File: config.mk
export PLATFORM = sky130hd
export DESIGN_NAME = mf_sorter
export DESIGN_NICKNAME = d
export VERILOG_FILES = /design/src/design/mf_cell.sv /design/src/design/mf_sorter.sv
export SDC_FILE = /design/constraint.sdc
export NUM_CORES = 1
export LEC_CHECK = 0
export ABC_AREA = 1
export ABC_CLOCK_PERIOD_IN_PS = 5350
export CORE_ASPECT_RATIO = 0.5
export CORE_MARGIN = 4
export CORE_UTILIZATION = 50
export DETAILED_ROUTE_END_ITERATION = 10
export DONT_BUFFER_PORTS = 1
export PLACE_DENSITY_LB_ADDON = 0.25
export SLEW_MARGIN = 20
export SYNTH_ARGS = -nofsm -noshare
export SYNTH_HDL_FRONTEND = slang
export SYNTH_SLANG_ARGS = --single-unit
File: constraint.sdc
create_clock -name clock -period 5.35 [get_ports clock]
set_clock_uncertainty 0.05 [all_clocks]
set_input_delay 0.8025 -clock clock [delete_from_list [all_inputs] [get_ports clock]]
set_output_delay 0.8025 -clock clock [all_outputs]
set_load 0.01 [all_outputs]
File: src/design/mf_cell.sv
// One cell of the insertion sorting chain.
module mf_cell #(
   parameter int PIXEL_BITS = 8
) (
   input  logic                  clock,
   input  logic                  clear,
   input  logic                  insert,
   input  logic [PIXEL_BITS-1:0] din,
   input  logic [PIXEL_BITS-1:0] left,
   output logic [PIXEL_BITS-1:0] value
);
   logic [PIXEL_BITS-1:0] value_ff;

   always_ff @(posedge clock) begin
      if (clear) begin
         value_ff <= '1;
      end else if (insert && (din < value_ff)) begin
         value_ff <= (din < left) ? left : din;
      end
   end

   assign value = value_ff;
endmodule

File: src/design/mf_sorter.sv
// Chain of sorting cells with median selection by radius.
module mf_sorter #(
   parameter int PIXEL_BITS = 8,
   parameter int MAX_RADIUS = 3
) (
   input  logic                              clock,
   input  logic                              clear,
   input  logic                              insert,
   input  logic [PIXEL_BITS-1:0]             din,
   input  logic [$clog2(MAX_RADIUS+1)-1:0]   radius,
   output logic [PIXEL_BITS-1:0]             median
);
   localparam int SIDE = 2 * MAX_RADIUS + 1;
   localparam int NW   = SIDE * SIDE;
   localparam int RW   = $clog2(MAX_RADIUS + 1);

   logic [PIXEL_BITS-1:0] val [NW];

   for (genvar k = 0; k < NW; k++) begin : g_cell
      logic [PIXEL_BITS-1:0] left;
      if (k == 0) begin : g_first
         assign left = '0;
      end else begin : g_rest
         assign left = val[k-1];
      end
      mf_cell #(.PIXEL_BITS(PIXEL_BITS)) u_cell (
         .clock  (clock),
         .clear  (clear),
         .insert (insert),
         .din    (din),
         .left   (left),
         .value  (val[k])
      );
   end

   always_comb begin
      median = val[0];
      for (int rr = 1; rr <= MAX_RADIUS; rr++) begin
         if (radius == RW'(rr)) begin
            median = val[2 * rr * (rr + 1)];
         end
      end
   end
endmodule

==> results of run 1 <==
==> per-stage QoR <==
| stage | cell area [um2] | hold WS (ns) | worst slack (ns) | total power [W] | std cells |
|---|---|---|---|---|---|
| 6_report | 15400 | 0.4038 | 2.816 | 0.004953 | 2476 |
| 5_1_grt | 15400 | 0.3838 | 2.724 | 0.005290 | 2476 |
| 4_1_cts | 15400 | 0.3749 | 2.831 | 0.004965 | 2476 |
| 3_5_place_dp | 14700 | 0.3890 | 2.777 | 0.003409 | 2444 |
| 3_3_place_gp | 14700 | 0.3852 | 2.791 | 0.003377 | 2444 |
| 2_1_floorplan | 14500 | 0.3835 | 2.912 | 0.003126 | 2125 |
==> critical path, stage by stage <==
cell,delay (ns)
inv_1,0.06
or2_2,0.30
nand2_1,0.17
o221ai_1,0.14
o21ai_0,0.21
==> cell families (layout without fill, tap and decap cells) <==
| family | Yosys count | count (layout) | share of synthesized area (%) |
|---|---|---|---|
| compound gates | 317 | 317 | 11.51 |
| fa+ha+maj | 175 | 175 | 15.10 |
| buf+inv | 335 | 304 | 9.529 |
| simple gates | 1098 | 1098 | 36.23 |
| flops | 200 | 200 | 27.62 |
==> worst paths after layout <==
kind	slack (ns)	from	end	cells past startpoint
hold / removal	0.40	g_cell[17].u_cell.value[5]$_SDFFE_PP1P_	g_cell[17].u_cell.value[5]$_SDFFE_PP1P_	2
setup / recovery	2.82	radius[1]	median[6]	5
setup reg to reg	3.26	g_cell[0].u_cell.value[5]$_SDFFE_PP1P_	g_cell[0].u_cell.value[0]$_SDFFE_PP1P_	7
hold reg to reg	0.40	g_cell[17].u_cell.value[5]$_SDFFE_PP1P_	g_cell[17].u_cell.value[5]$_SDFFE_PP1P_	2
==> power by group through the flow <==
stage	sequential (W)	clock, W	combinational [W]
floorplan	0.00181	0	0.00131
global placement	0.00185	0	0.00153
detailed placement	0.00185	0	0.00156
CTS	0.00182	0.00157	0.00157
global route	0.00184	0.00162	0.00182
finish	0.00182	0.00155	0.00158
==> Yosys cell counts <==
library cell | n | share of area, %
nand4_1 | 9 | 0.39
nand2_1 | 598 | 15
ha_1 | 175 | 15
buf_4 | 2 | 0.10
buf_6 | 4 | 0.31
nand3_1 | 369 | 13
nand2_2 | 25 | 1.1
nand2_4 | 23 | 1.8
o21a_1 | 24 | 1.2
inv_1 | 238 | 6.2
o21ai_0 | 21 | 0.73
nor2_1 | 26 | 0.67
inv_4 | 21 | 0.91
nand3_2 | 1 | 0.069
buf_1 | 7 | 0.18
clkinv_2 | 2 | 0.069
clkbuf_1 | 33 | 0.85
buf_2 | 25 | 0.86
a21oi_1 | 266 | 9.2
o221ai_1 | 6 | 0.36
nand3_4 | 23 | 2.8
inv_2 | 3 | 0.078
or2_2 | 1 | 0.043
dfxtp_1 | 200 | 28
nand3b_1 | 23 | 1.2
==> final cells by class <==
class                   count  area, um2  area share [%]
clock buffers              20      456.7           2.966
clock inverters            12      244.0           1.584
inverters                 264       1046           6.792
multi-input cells        1590       9111           59.16
flip-flops and latches    200       4004           26.00
well taps                 382      478.0           3.104
repair buffers              8      60.06          0.3900
==> routing by layer <==
metal	vias to the layer above	global-route usage, %	part of all wire, %	wire (um)
met1	6129	33.62	48	18910
met3	62	4.383	6.2	2408
met2	359	38.80	43	17000
met5	-	0	0	0
li1	6971	-	-	-
met4	0	7.315	2.1	802
==> results.py, run 1 <==
metrics = {
    "run_status": {
        "status": "finished clean",
    },
    "floorplanning": {
        "start_util_pct": 51.52,
        "fp.dieH_um": 128.4,
        "fp.dieW_um": 248.8,
        "rows": 43,
        "die-area_mm2": 0.03195,
        "core_region_area_mm2": 0.02814,
        "io_pins": 21,
    },
    "placement": {
        "gp_congestion": 0.8109,
        "portBuffers": 0,
        "hpwl_um": 25460,
    },
    "power_and_ir_drop": {
        "p_switching_w": 0.001739,
        "intPower_w": 0.003214,
        "clkPwrFrac_pct": 31.4,
        "ir_worst_vdd_mv": 0.2657,
        "seq_power_share_pct": 36.8,
        "switching_share_pct": 35.11,
        "p_leak_nw": 8.474,
        "powerDensity_mw_per_mm2": 321.6,
        "pwr-share-comb_pct": 31.8,
    },
    "run": {
        "maxCapViolations": 0,
    },
    "timing": {
        "min_period_over_period_pct": 47.36,
        "slew_headroom_pct": 44.81,
        "max_freq_mhz": 394.7,
        "fin_crit_ns": 2.534,
        "worst_pin_slew_ns": 0.8270,
        "hold_viol": 0,
        "setup_violations": 0,
        "setup_tns_ns": 0,
        "slew_viol_final": 0,
        "rsz0062_at_grt": "no",
    },
    "drt": {
        "antenna_left": 0,
        "drc_errors": 0,
        "wl_per_cell_um": 15.80,
        "via_per_inst": 5.461,
        "finalWirelength_um": 39110,
        "num_vias": 13520,
        "firstDrtPassIters": 5,
        "drt-initial-drc-count": 1057,
    },
    "synth": {
        "yosysSeqAreaShare_pct": 27.62,
        "synth_seq_cells": 200,
        "syn_area_per_cell_um2": 6.822,
        "synthCells": 2125,
        "synth.distinct_cells": 25,
        "synth_nets": 2313,
        "synth_area_mm2": 0.01450,
        "synth_warnings": 0,
    },
    "clocking": {
        "clockBufferDepth": 2,
        "root_buffer": "clkbuf_16",
        "cts-resized-gates": 0,
        "clock_latency_ns": 0.46,
        "post_cts.repair.setup_buffers": 0,
        "cts_tree": "yes",
        "clock-sinks": 200,
        "cts.clk_slew.worst_paths_ns": 0.07,
        "numCtsBuffers": 17,
        "htree_levels": 4,
        "cts_hold_buffers": 0,
    },
    "cells_and_area": {
        "final_nets": 2269,
        "filler_cell_count": 2785,
        "synthToLayoutAreaGrowth_pct": 6.232,
        "mostFrequentLayoutCell": "nand2_1",
        "diodes": 0,
        "drive_above_1_share_pct": 6.590,
        "largest_reg_flops": 200,
        "final_cell_mix": "598 x nand2_1, 369 x nand3_1, 266 x a21oi_1",
        "fin_util_pct": 54.73,
    },
    "min_path": {
        "hold_path_class": "reg -> reg",
    },
    "worst_setup_path": {
        "crit_type": "in -> out",
        "worst_setup_path_end_kind": "output pin",
        "cp_data_required_time_ns": 4.50,
        "path_max_fanout": 8,
        "cp_data_arrival_time_ns": 1.68,
        "startpoint_type": "primary input",
    },
    "global_routing": {
        "grt_overflow": 0,
        "grt_usage_pct": 24.19,
        "grt_pass1_vias": 12210,
        "grt_max_degree": 194,
        "antenna_found_initial": 0,
        "grt_pass1_wl_um": 62660,
    },
}
No activity file was read; power rests on OpenSTA's default activity.
==> run 2: changes to the inputs <==
ABC_AREA = 0   (was 1)
ABC_CLOCK_PERIOD_IN_PS = 2150   (was 5350)
clock period = 2.15 ns   (was 5.35 ns; I/O delays follow)
==> run 2 against run 1 <==
Against the previous run: die area down 7.0%; synthesized cell count fell by 27%; final cell count decreased by 20%; core utilization rose by 3.5 points; non-clock buffer count rose by 104; sequential share of layout area grew 0.10 points.
==> results.py, run 2 <==
metrics = {
    "run_status": {
        "status": "finished clean",
    },
    "synth": {
        "synth_warnings": 0,
        "synth_area_mm2": 0.01343,
        "synth_nets": 1737,
        "synth_edf_count": 0,
        "syn_area_per_cell_um2": 8.667,
        "synthCells": 1549,
        "netlist_top_cells_count": "200 x dfxtp_1, 195 x inv_1, 195 x nand2_1",
        "yosys_most_used_dff": "dfxtp_1",
        "synthTopCellsByArea": "dfxtp_1 30%, ha_1 16%, mux2i_1 7.8%",
        "yosysSeqAreaShare_pct": 29.82,
        "yosysTopAreaCell": "dfxtp_1",
        "async_flop_share_pct": 0,
        "synth.most_common_cell": "dfxtp_1",
        "synth_top_area_share_pct": 29.82,
        "synth_seq_cells": 200,
        "synth.distinct_cells": 55,
    },
    "drt": {
        "via_per_inst": 6.105,
        "finalWirelength_um": 37830,
        "drc_errors": 0,
        "wl_per_cell_um": 19.21,
        "firstDrtPassIters": 5,
        "drt-initial-drc-count": 1054,
        "num_vias": 12020,
        "antenna_left": 0,
    },
    "timing": {
        "hold_viol": 0,
        "max_freq_mhz": 466.5,
        "min_period_over_period_pct": 99.69,
        "setup_tns_ns": 0,
        "slew_viol_final": 0,
        "worst_pin_slew_ns": 0.6846,
        "fin_crit_ns": 2.143,
        "slew_headroom_pct": 54.21,
        "setup_violations": 0,
        "setup_slack_ns": 0.006600,
        "rsz0062_at_grt": "yes",
    },
    "global_routing": {
        "grt_pass1_vias": 11970,
        "antenna_found_initial": 0,
        "grt_overflow": 0,
        "grt_usage_pct": 25.18,
        "grt_max_degree": 141,
        "grt_pass1_wl_um": 60510,
    },
    "cells_and_area": {
        "diodes": 0,
        "final_nets": 1792,
        "mostFrequentLayoutCell": "inv_1",
        "synthToLayoutAreaGrowth_pct": 14.60,
        "largest_reg_flops": 200,
        "final_cell_mix": "194 x inv_1, 192 x nand2_1, 190 x dfxtp_1",
        "drive_above_1_share_pct": 13.73,
        "seqCellArea_mm2": 0.004016,
        "filler_cell_count": 2261,
        "multi_input_area_mm2": 0.008666,
        "fin_area_mm2": 0.01539,
    },
    "worst_setup_path": {
        "ff2ff_path_depth": 8,
        "path_cells": "inv_2, ha_4, a2111o_1, a221oi_4, buf_4, buf_12, mux2i_1, a22oi_1",
        "cp_data_arrival_time_ns": 2.41,
        "cpMaxStageDelayCell": "a2111o_1",
        "slowest_delay_ns": 0.40,
        "regToRegSetupSlack_ns": 0.007,
        "path_delay_family": "compound AO/OA/AOI/OAI gates",
        "crit_type": "reg -> reg",
        "timing.rr.start": "g_cell[0].u_cell.value[1]$_SDFFE_PP1P_",
        "worst_setup_path_end_kind": "flop",
        "path_max_fanout": 8,
        "cp_data_required_time_ns": 2.42,
        "worstReg2RegEnd": "g_cell[1].u_cell.value[3]$_SDFFE_PP1P_",
        "cp_num_buf_inv": 3,
        "startpoint_type": "flop",
    },
    "min_path": {
        "whs_path_depth": 2,
        "hold_path_class": "in -> reg",
        "min_from": "din[0]",
        "holdPathEnd": "g_cell[21].u_cell.value[0]$_SDFFE_PP1P_",
    },
    "clocking": {
        "numCtsBuffers": 17,
        "cts_tree": "yes",
        "cts.clk_slew.worst_paths_ns": 0.07,
        "clock_latency_ns": 0.44,
        "clockBufferDepth": 2,
        "htree_levels": 4,
        "clock-sinks": 200,
        "root_buffer": "clkbuf_16",
    },
    "floorplanning": {
        "fp.dieW_um": 239.7,
        "die-area_mm2": 0.02970,
        "io_pins": 21,
        "start_util_pct": 50.79,
        "fp.dieH_um": 123.9,
        "rows": 42,
        "core_region_area_mm2": 0.02643,
    },
    "placement": {
        "portBuffers": 0,
        "hpwl_um": 23580,
        "place_ws_ns": -0.09179,
        "gp_congestion": 0.8228,
        "place_area_mm2": 0.01424,
    },
    "power_and_ir_drop": {
        "ir_worst_vdd_mv": 0.6130,
        "powerDensity_mw_per_mm2": 543.3,
        "p_leak_nw": 8.373,
    },
    "run": {
        "maxCapViolations": 0,
    },
}
==> run 2: report_power, final <==
part | switching (W) | total, W | leakage (nW) | internal [W]
combinational | 0.000616 | 0.00118 | 6.46 | 0.000562
clock | 0.00146 | 0.00332 | 0.294 | 0.00186
sequential | 0.0000753 | 0.00386 | 1.62 | 0.00378
total | 0.00216 | 0.00836 | 8.37 | 0.00620
==> run 2: worst max path at each step <==
stage / from / end / slack, ns / cells after the start
finish: g_cell[0].u_cell.value[1]$_SDFFE_PP1P_ / g_cell[1].u_cell.value[3]$_SDFFE_PP1P_ / 0.007 / 8
global route: g_cell[0].u_cell.value[5]$_SDFFE_PP1P_ / g_cell[0].u_cell.value[3]$_SDFFE_PP1P_ / -0.06 / 9
CTS: g_cell[0].u_cell.value[1]$_SDFFE_PP1P_ / g_cell[0].u_cell.value[5]$_SDFFE_PP1P_ / -0.001 / 7
detailed placement: g_cell[22].u_cell.value[7]$_SDFFE_PP1P_ / g_cell[23].u_cell.value[3]$_SDFFE_PP1P_ / -0.09 / 7
global placement: g_cell[6].u_cell.value[1]$_SDFFE_PP1P_ / g_cell[6].u_cell.value[1]$_SDFFE_PP1P_ / 0.04 / 7
floorplan: g_cell[0].u_cell.value[1]$_SDFFE_PP1P_ / g_cell[0].u_cell.value[3]$_SDFFE_PP1P_ / 0.04 / 7
==> run 2: worst reg2reg max path: cells and delay by family, from the launching register on <==
kind / cells / cell delay [ns]
buffers and inverters: 3 / 0.38
AO/OA/AOI/OAI: 3 / 0.82
adder cells (fa/ha/maj): 1 / 0.19
multiplexers: 1 / 0.25
flip-flops: 1 / 0.33
==> run 2: per-stage QoR <==
step | utilization, % | hold slack (ns) | power [W] | cells
floorplan | - | 0.4069 | 0.004754 | 1549
global placement | 53.87 | 0.4142 | 0.004891 | 1913
detailed placement | 53.87 | 0.4089 | 0.004947 | 1913
CTS | 56.70 | -0.004018 | 0.008269 | 1956
global route | 58.21 | 0.004409 | 0.008674 | 1969
finish | 58.21 | 0.02035 | 0.008360 | 1969
==> run 2: final cells by class <==
type | instances | share of cell area (%)
clock buffers | 20 | 2.903
clock inverters | 12 | 0.9677
inverters | 196 | 4.782
multi-input cells | 1077 | 56.32
flip-flops and latches | 200 | 26.10
well taps | 352 | 2.862
repair buffers | 112 | 6.058
==> run 2: timing repair <==
item,4_1_cts,5_1_grt
setup endpoints to repair,39,153
endpoints found under the hold margin,32,0
cloned,0,2
hold buffers,11,0
setup buffers,0,11
pin swaps,0,16
resized for setup,9,75
==> run 2: logic make-up (layout without fill, tap and decap cells) <==
group / count (synthesis) / after routing / synth area share [%]
simple gates: 424 / 424 / 14.04
compound gates: 366 / 366 / 22.79
mux: 112 / 112 / 9.096
flops: 200 / 200 / 29.82
fa+ha+maj: 175 / 175 / 16.31
buf+inv: 272 / 340 / 7.940
==> run 2: metal layers <==
| layer | up-vias | GRT usage [%] | routed length [um] |
|---|---|---|---|
| met5 | - | 0 | 0 |
| met4 | 0 | 9.381 | 1128 |
| met3 | 81 | 3.872 | 1844 |
| met2 | 320 | 44.58 | 18200 |
| met1 | 5890 | 31.42 | 16650 |
| li1 | 5730 | - | - |
